`config.mk`:
```
export PLATFORM = sky130hd
export DESIGN_NAME = grm_div
export DESIGN_NICKNAME = d
export VERILOG_FILES = /design/src/grm_pkg.sv /design/src/grm_div.sv
export SDC_FILE = /design/constraint.sdc
export NUM_CORES = 1
export LEC_CHECK = 0
export BUFFER_PORTS_ARGS = -buffer_cell sky130_fd_sc_hd__buf_2
export CAP_MARGIN = 20
export CORE_AREA = 5 5 139 141
export CTS_CLUSTER_SIZE = 25
export DETAILED_ROUTE_END_ITERATION = 10
export DIE_AREA = 0 0 144 146
export GPL_TIMING_DRIVEN = 0
export PLACE_DENSITY = 0.76
export SYNTH_ARGS = -nofsm -noshare
export SYNTH_HDL_FRONTEND = slang
export SYNTH_SLANG_ARGS = --single-unit
```
`constraint.sdc`:
```
create_clock -name i_clk -period 5.5 [get_ports i_clk]
set_input_delay 0.55 -clock i_clk [delete_from_list [all_inputs] [get_ports i_clk]]
set_output_delay 0.55 -clock i_clk [all_outputs]
set_load 0.005 [all_outputs]
```
`src/grm_pkg.sv`:
```
package grm_pkg;

    localparam int GRID_DIM_DEF  = 16;
    localparam int MAX_CROSSINGS = 48;
    localparam int STEP_W        = 6;
    localparam int Q_FRAC        = 16;
    localparam int COORD_W       = 30;
    localparam int MUL_W         = 27;
    localparam int PROD_W        = 2 * MUL_W;
    localparam int NUM_W         = 53;
    localparam int DEN_W         = 27;
    localparam int QUOT_W        = 27;
    localparam int EPS_W         = 11;
    localparam int CLIP_W        = 4;
    localparam int FIELD_W       = 24;
    localparam int PADDR_W       = 3;

    localparam logic [CLIP_W-1:0] CLIP_RST = CLIP_W'(10);
    localparam logic [EPS_W-1:0]  EPS_RST  = EPS_W'(66);

    localparam logic REG_CLIP = 1'b0;
    localparam logic REG_EPS  = 1'b1;

    localparam logic MODE_WRITE = 1'b0;
    localparam logic MODE_CAST  = 1'b1;

    typedef struct packed {
        logic                      mode;
        logic [3:0]                cell_col;
        logic [3:0]                cell_row;
        logic [3:0]                cell_code;
        logic signed [FIELD_W-1:0] start_x;
        logic signed [FIELD_W-1:0] start_y;
        logic signed [FIELD_W-1:0] through_x;
        logic signed [FIELD_W-1:0] through_y;
    } t_in_item;

    typedef struct packed {
        logic signed [FIELD_W-1:0] hit_x;
        logic signed [FIELD_W-1:0] hit_y;
        logic [3:0]                hit_col;
        logic [3:0]                hit_row;
        logic [3:0]                wall_code;
        logic                      hit_flag;
    } t_out_item;

    typedef struct packed {
        logic             start;
        logic [NUM_W-1:0] num;
        logic [DEN_W-1:0] den;
    } t_div_req;

    typedef struct packed {
        logic            done;
        logic [QUOT_W:0] quot;
    } t_div_rsp;

endpackage

```
`src/grm_div.sv`:
```
module grm_div (
    input  logic              i_clk,
    input  logic              i_rst_n,
    input  grm_pkg::t_div_req i_req,
    output grm_pkg::t_div_rsp o_rsp
);
    localparam int QW = grm_pkg::QUOT_W;
    localparam int DW = grm_pkg::DEN_W;
    localparam int NW = grm_pkg::NUM_W;
    localparam int CNT_W = $clog2(QW + 1);

    logic [NW+1:0]    n2;
    logic [DW:0]      d2;
    logic             ovf;
    logic [DW+1:0]    trial;
    logic             qbit;

    logic             r_busy;
    logic             r_done;
    logic [CNT_W-1:0] r_cnt;
    logic [DW:0]      r_rem;
    logic [DW:0]      r_den2;
    logic [QW-1:0]    r_nlo;
    logic [QW:0]      r_q;

    // rounded quotient (2n + d) / (2d)
    assign n2    = {1'b0, i_req.num, 1'b0} + (NW+2)'(i_req.den);
    assign d2    = {i_req.den, 1'b0};
    assign ovf   = n2 >= {d2, {QW{1'b0}}};
    assign trial = {r_rem, r_nlo[QW-1]};
    assign qbit  = trial >= {1'b0, r_den2};

    always_ff @(posedge i_clk) begin
        if (!i_rst_n) begin
            r_busy <= 1'b0;
            r_done <= 1'b0;
        end else begin
            r_done <= 1'b0;
            if (i_req.start) begin
                r_den2 <= d2;
                if (ovf) begin
                    // quotient too big for any in-grid result: clamp
                    r_q    <= {1'b1, {QW{1'b0}}};
                    r_done <= 1'b1;
                end else begin
                    r_rem  <= n2[NW+1:QW];
                    r_nlo  <= n2[QW-1:0];
                    r_q    <= '0;
                    r_cnt  <= CNT_W'(QW);
                    r_busy <= 1'b1;
                end
            end else if (r_busy) begin
                if (qbit) begin
                    r_rem <= (DW+1)'(trial - {1'b0, r_den2});
                end else begin
                    r_rem <= trial[DW:0];
                end
                r_q   <= {r_q[QW-1:0], qbit};
                r_nlo <= {r_nlo[QW-2:0], 1'b0};
                r_cnt <= r_cnt - 1'b1;
                if (r_cnt == CNT_W'(1)) begin
                    r_busy <= 1'b0;
                    r_done <= 1'b1;
                end
            end
        end
    end

    assign o_rsp.done = r_done;
    assign o_rsp.quot = r_q;
endmodule

```
# Word level (Yosys, flattened, before mapping)
# Cells that the tools add are included.
# classes
n_addsub,3
muxes,21
n_reduce_logical,4
order_cmp,2
n_eq_ne,2
# op_table
cell,n
two-way mux 28 bit,7
two-way mux 27 bit,3
adder 54 x 27 -> 55 bit,1
greater-or-equal comparator 55 bit,1
greater-or-equal comparator 29 x 28 -> 1 bit,1
subtractor 28 bit,1
two-way mux 5 bit,3
two-way mux 1 bit,8
"equality test 5 x 1 -> 1 bit, second input constant",1
"subtractor 5 x 1 -> 5 bit, second input constant",1
AND reduction 2 bit,2
AND reduction 3 bit,1
"inequality test 2 bit, second input constant",1
nonzero test 2 bit,1
# word_totals
out_inout_bits,29
inputBits,83
word_cells,39
register_bits,117

# Logic depth before layout (Yosys ltp)
# Gate-level depths: netlist (run 1).
# logic_depth
word_depth,4
mapped_depth,21
mapped_depth_nobuf,20

# Worst setup path after synthesis (run 1)
# OpenSTA, ideal clock, no wires.
# synth_timing
path_type,input to register
start,input i_req[1] in the netlist's numbering
end,"register r_cnt[0], enable pin"
setup_time_ns,0.422
arrival_ns,5.508
slack_ns,-0.430
required_ns,5.078
cell_stages,21
path_cell_list,ha_1 fa_1 a211oi_2 o21ai_1 nand4_2 a31oi_1 a31oi_1 or3_1 buf_2 nor2_1 xor2_1 ha_1 a21o_1 a21o_1 a21o_1 a21oi_1 nor2b_1 o211ai_1 o211ai_1 a21oi_1 o21a_1
# synth_between
elab_chain_cells,4
# synth_rtl
item,line_no,text
start: declaration,grm_div.sv:4,"input grm_pkg::t_div_req i_req,"
adder 54 x 27 -> 55 bit,grm_div.sv:27,"assign n2 = {1'b0, i_req.num, 1'b0} + (NW+2)'(i_req.den);"
greater-or-equal comparator 55 bit (*),grm_div.sv:29,"assign ovf = n2 >= {d2, {QW{1'b0}}};"
inequality test 2 bit (no line) (*),n/a,
AND reduction 3 bit (no line) (*),n/a,
end signal: assignment,grm_div.sv:49,r_cnt <= CNT_W'(QW);
end signal: assignment,grm_div.sv:60,r_cnt <= r_cnt - 1'b1;
end: declaration,grm_div.sv:20,logic [CNT_W-1:0] r_cnt;
# Mark *: on every way between the ends. The rest lies on a longest branch, timed or not.
# A chain may end at the register's enable or synchronous reset.

# Worst setup path after layout (run 1)
# layout_timing
start,input i_req[2] in the netlist's numbering
end,"register r_rem[3], enable pin"
# layout_between
elab_chain_cells,4
# layout_rtl
item,line_no,text
adder 54 x 27 -> 55 bit,grm_div.sv:27,
greater-or-equal comparator 55 bit (*),grm_div.sv:29,
inequality test 2 bit (no line) (*),n/a,
AND reduction 3 bit (no line) (*),n/a,
end signal: assignment,grm_div.sv:46,r_rem <= n2[NW+1:QW];
end signal: assignment,grm_div.sv:54,"r_rem <= (DW+1)'(trial - {1'b0, r_den2});"
end signal: assignment,grm_div.sv:56,r_rem <= trial[DW:0];
end: declaration,grm_div.sv:21,logic [DW:0] r_rem;
# Marked as above.

==> impl_metrics.ini, run 1 <==
[layout]
num-fill-cells = 1442
antenna_cells = 0
area_delta_synth_final_pct = 20.96
layout.nets = 1330
fin_area_um2 = 11540
drive_gt1_frac = 0.2330
fin_util = 0.6468
regArea_um2 = 3493
multi_input_area_um2 = 5948

[timing]
finalHoldViolCount = 0
fin_skew_ns = 0.01106
worstMarginPinSlew_ns = 1.251
setup_tns_ns = 0
clock.fmax_mhz = 184.2
drv_slew = 0
period_needed_ns = 5.429
setup_viol = 0
period_share = 0.9872
slew_headroom = 0.1657

[critical_path]
worst_ep_required_time_ns = 5.67
r2r_start = r_den2[1]
end_kind = flop
slowest_stage = o41ai_4
worstPathArrival_ns = 5.60
critPathKind = primary input to flop
slowest_delay_ns = 0.45
crit_fanout = 8
reg2reg_slack_ns = 1.61
reg2reg_to = r_rem[26]
reg2reg_depth = 12
cp_cell_sequence = buf_2, ha_1, a211oi_2, o21a_2, or3_4, o41ai_4, o31a_4, a21oi_4, buf_12, nor4_4, xor2_1, ha_1, nand4_1, nor3_2, nand4_1, nor3_2, nor4bb_4, nand4b_1, nor4_4, a21oi_4, o21a_4
worstSetupStartpointType = primary input

[floorplan]
io_pins = 112
dieHeight_um = 146
die_width_um = 144
core_um2 = 17840
start_util = 0.5347
die_area_um2 = 21020
placementRows = 49

[place]
gp_congestion = 0.9446
io_buffer_count = 110
dpl-instance-area_um2 = 10470
dpl.hpwl_um = 21590

[logic_synthesis]
ys_warn_count = 0
synth_top_cell_area_share = 0.3620
synthCells = 1012
yosysMostFrequentCell = edfxtp_1
synth_top_area_cell = edfxtp_1
ys_seq_area_frac = 0.3662
synth_ff_type = edfxtp_1
synth.distinct_cells = 77
synthTopCellsByCount = edfxtp_1, ha_1, nand2_1
ys_ff_latch = 117
synth.cell_area_um2 = 9540
synth_edf_count = 115
syn_nets = 1179
ys_async_sr_fraction = 0
synth_area_leaders = edfxtp_1, ha_1, a21oi_1, mux2_2, nand2_1
avgSynthCellArea_um2 = 9.427

[clock_tree]
holdBufCountCts = 0
clockBufferDepth = 2
cts_buffers = 17
cts_sinks = 117
clk_pin_slew_ns = 0.06
h-tree-depth = 4
insertion_delay_ns = 0.43
cts-root-buf = clkbuf_16
cts_tree = yes

[worst_hold_path]
worstHoldStart = i_req[26]
hold_path_class = primary input to flop
whs_endpoint = r_den2[27]
hold_depth = 1

[power_and_ir_drop]
p_per_area_nw_per_um2 = 279.2
leakagePower_nw = 4.849
ir_worst_vdd_mv = 0.2321

[job]
max_cap_viol_count = 0

[route]
avgViaCountPerCell = 6.131
via_count = 8614
route.detailed.drc = 0
ant_nets = 0
wl_per_cell_um = 20.95
drt_iter0_drc = 783
first_pass_iters = 6
wl_um = 29430

[global_routing]
track_usage = 0.2740
grt_pass1_wl_um = 44800
grt_pass1_vias = 8362
grt_antenna_before_repair = 0
grt_max_degree = 24
grt-ovfl-total = 0

[outcome]
outcome = complete, no violations
[cell usage in the layout, fill, tap and decap left out, types with 8 or more instances in the layout]
master / count
o21a_1: 24
ha_1: 74
a21oi_1: 62
buf_2: 118
o211ai_1: 12
nor3_1: 16
o21a_4: 8
mux2i_1: 18
and2_1: 11
edfxtp_1: 115
inv_1: 78
clkbuf_1: 16
xor2_1: 33
nor4_1: 10
buf_4: 18
nand2b_1: 10
o21ai_0: 43
nand4_1: 25
nor2b_1: 36
mux2_2: 27
and3_1: 14
clkbuf_16: 17
nand2_1: 79
a21o_1: 17
xnor2_1: 26
nor2_1: 75
nand3_1: 21
[final cells by class]
type / instances / area share
multi-input cells: 784 / 0.5155
flip-flops and latches: 117 / 0.3027
repair buffers: 129 / 0.06636
clock buffers: 18 / 0.03806
inverters: 79 / 0.02570
well taps: 229 / 0.02483
plain buffers: 35 / 0.01475
clock inverters: 14 / 0.01214
[flip-flops by register name, indices dropped and copies added, names as in the netlist]
register  flops
r_busy        1
r_cnt         5
r_den2       27
r_done        1
r_nlo        27
r_q          28
r_rem        28
[per-stage QoR]
step           hold slack (ns)  setup WS [ns]  total power [W]  cells
2_1_floorplan           0.4984        0.06549         0.001764   1012
3_3_place_gp            0.5048         -1.528         0.002004   1351
3_5_place_dp            0.5147         -1.254         0.002031   1354
4_1_cts                 0.3337       0.009774         0.003155   1394
5_1_grt                 0.3411       -0.06927         0.003366   1405
6_report                0.3535        0.07062         0.003221   1405
[metal layers]
layer / GRT usage / part of all wire / routed length (um)
met4: 0.1097 / 0.048 / 1398
met5: 0 / 0 / 0
met2: 0.4558 / 0.48 / 14200
met1: 0.3518 / 0.39 / 11580
met3: 0.04765 / 0.077 / 2259
[what timing repair did]
| action | CTS | global route |
|---|---|---|
| gates resized for setup | 16 | 50 |
| endpoints found under the setup margin | 62 | 61 |
| gates cloned | 3 | 4 |
| buffers inserted | 5 | 11 |
| pin swaps | 5 | 18 |
| endpoints found under the hold margin | 0 | 0 |
[how the worst max path moves through the flow]
stage,from,endpoint,cells past startpoint
finish,i_req[2],r_rem[3],21
global route,i_req[9],r_rem[20],21
CTS,i_req[8],r_rem[22],22
detailed placement,i_req[1],r_nlo[6],22
global placement,i_req[1],r_nlo[19],22
floorplan,i_req[1],r_cnt[0],21
[where the power goes]
group / internal, W / leakage (nW) / total, W / switching (W)
logic: 0.000412 / 3.47 / 0.00101 / 0.000595
clock network: 0.000644 / 0.275 / 0.00111 / 0.000463
registers: 0.00108 / 1.11 / 0.00111 / 0.0000287
[worst max-delay path, delay by kind of cell]
family,cells,cell delay (ns)
compound gates,7,1.62
xor+xnor,1,0.27
buf+inv,2,0.29
fa+ha+maj,2,0.53
simple gates,9,2.32
[logic make-up (layout without fill, tap and decap cells)]
family | Yosys count | count (layout) | share of synthesized area
xor+xnor | 59 | 59 | 0.05416
simple gates | 343 | 343 | 0.1911
fa+ha+maj | 84 | 84 | 0.1117
mux | 45 | 45 | 0.05075
flops | 117 | 117 | 0.3662
buf+inv | 118 | 275 | 0.04866
compound gates | 246 | 253 | 0.1774
Power figures use the tool's default switching activity.
==> inputs of run 2 (changes only) <==
==> constraint.sdc (replaced) <==
create_clock -name i_clk -period 5.5 [get_ports i_clk]
set_input_delay 0.275 -clock i_clk [delete_from_list [all_inputs] [get_ports i_clk]]
set_output_delay 0.275 -clock i_clk [all_outputs]
set_load 0.005 [all_outputs]
==> impl_metrics.ini, run 2 (synthesis gave the netlist of run 1 again) <==
[clock_tree]
insertion_delay_ns = 0.44
cts_sinks = 117
h-tree-depth = 4
holdBufCountCts = 0
clk_pin_slew_ns = 0.06
cts_buffers = 17
clockBufferDepth = 2
cts-root-buf = clkbuf_16
cts_tree = yes

[layout]
antenna_cells = 0
fin_util = 0.6345
area_delta_synth_final_pct = 18.66
multi_input_area_um2 = 5821
layout_commonest_cell = buf_2
num-fill-cells = 1467
reg.largest.list = r_q: 28 flops, r_rem: 28 flops
drive_gt1_frac = 0.2120
layout.nets = 1319
layout.cells.non_filler = 1394
regArea_um2 = 3493
final_cell_mix = buf_2, edfxtp_1, ha_1

[timing]
clock.fmax_mhz = 187.3
period_needed_ns = 5.339
fin_skew_ns = 0.01034
finalHoldViolCount = 0
slew_headroom = 0.1580
drv_slew = 0
setup_tns_ns = 0
setup_viol = 0
worstMarginPinSlew_ns = 1.263
period_share = 0.9707

[place]
io_buffer_count = 110
placed_cells = 1354
gp_congestion = 0.9446
dpl.hpwl_um = 21590

[floorplan]
io_pins = 112
core_um2 = 17840
die_area_um2 = 21020
die_width_um = 144
dieHeight_um = 146
placementRows = 49
start_util = 0.5347

[route]
via_count = 8600
wl_um = 29190
route.detailed.drc = 0
ant_nets = 0
avgViaCountPerCell = 6.169
drt_iter0_drc = 735
wl_per_cell_um = 20.94
first_pass_iters = 6

[power_and_ir_drop]
sw_frac_of_total = 0.3376
combPwrFrac = 0.307
p_int_w = 0.002117
clkPwrFrac = 0.347
p_seq_frac = 0.346
ir_worst_vdd_mv = 0.2355
power.switching_w = 0.001079
finalPower_w = 0.003195
leakagePower_nw = 4.763
p_per_area_nw_per_um2 = 282.3

[global_routing]
grt_pass1_wl_um = 44490
grt_max_degree = 31
grt-ovfl-total = 0
track_usage = 0.2712
grt_pass1_vias = 8312
grt_antenna_before_repair = 0

[critical_path]
worstSetupStartpointType = primary input
end_kind = flop
worstPathArrival_ns = 5.51
critPathKind = primary input to flop
crit_fanout = 10
worst_ep_required_time_ns = 5.67

[outcome]
outcome = complete, no violations

[job]
max_cap_viol_count = 0

[worst_hold_path]
hold_path_class = primary input to flop
==> run 2: final cells by class <==
class,count,share of cell area
plain buffers,34,0.01359
clock buffers,18,0.03879
clock inverters,14,0.01238
inverters,79,0.02619
multi-input cells,784,0.5141
flip-flops and latches,117,0.3086
well taps,229,0.02531
repair buffers,119,0.06101
==> run 2: path summary, 6_finish.rpt <==
path | endpoint | slack, ns | startpoint | depth (start not counted)
setup / recovery | r_rem[3] | 0.16 | i_req[21] | 21
hold / removal | r_den2[4] | 0.07 | i_req[3] | 1
setup reg to reg | r_rem[26] | 1.61 | r_den2[1] | 12
hold reg to reg | r_nlo[24] | 0.53 | r_nlo[23] | 1
==> run 2: stage by stage <==
stage          instance area (um2)  hold WS [ns]  setup slack (ns)
4_1_cts                      11130       0.05869           0.01323
2_1_floorplan                 9542        0.3739            0.3405
6_report                     11320       0.06796            0.1610
3_5_place_dp                 10470        0.4992           -0.9792
3_3_place_gp                 10380        0.4919            -1.253
5_1_grt                      11320       0.06641          -0.04276
==> run 2: critical path, stage by stage <==
cell	delay (ns)
buf_2	0.13
ha_1	0.43
and3_1	0.24
and2_1	0.20
a221oi_2	0.39
o41ai_4	0.21
buf_4	0.19
o311ai_4	0.41
nand2_2	0.13
nand2b_1	0.17
nor3_1	0.10
ha_1	0.34
nand4_1	0.16
nor3_1	0.17
nand4_1	0.23
nor3_2	0.25
nor4bb_4	0.34
nand4b_1	0.22
nor4_4	0.40
a21oi_4	0.20
o21a_4	0.32
==> run 2: power by group through the flow <==
stage / clock [W] / combinational [W] / sequential (W)
floorplan: 0 / 0.000645 / 0.00112
CTS: 0.00111 / 0.000930 / 0.00111
global placement: 0 / 0.000880 / 0.00112
finish: 0.00111 / 0.000980 / 0.00111
detailed placement: 0 / 0.000906 / 0.00112
global route: 0.00115 / 0.00107 / 0.00111
==> run 2: what timing repair did <==
item                                    in CTS  in global routing
pin swaps                                    3                  9
gates cloned                                 1                  6
buffers inserted                             3                  3
gates resized for setup                      6                 28
endpoints found under the setup margin      61                 60
==> run 2: metal layers <==
| metal | global-route usage | vias to the layer above | part of all wire |
|---|---|---|---|
| met4 | 0.1073 | 0 | 0.042 |
| met5 | 0 | - | 0 |
| met3 | 0.03681 | 95 | 0.071 |
| met1 | 0.3512 | 4101 | 0.40 |
| li1 | - | 4033 | - |
| met2 | 0.4558 | 371 | 0.49 |
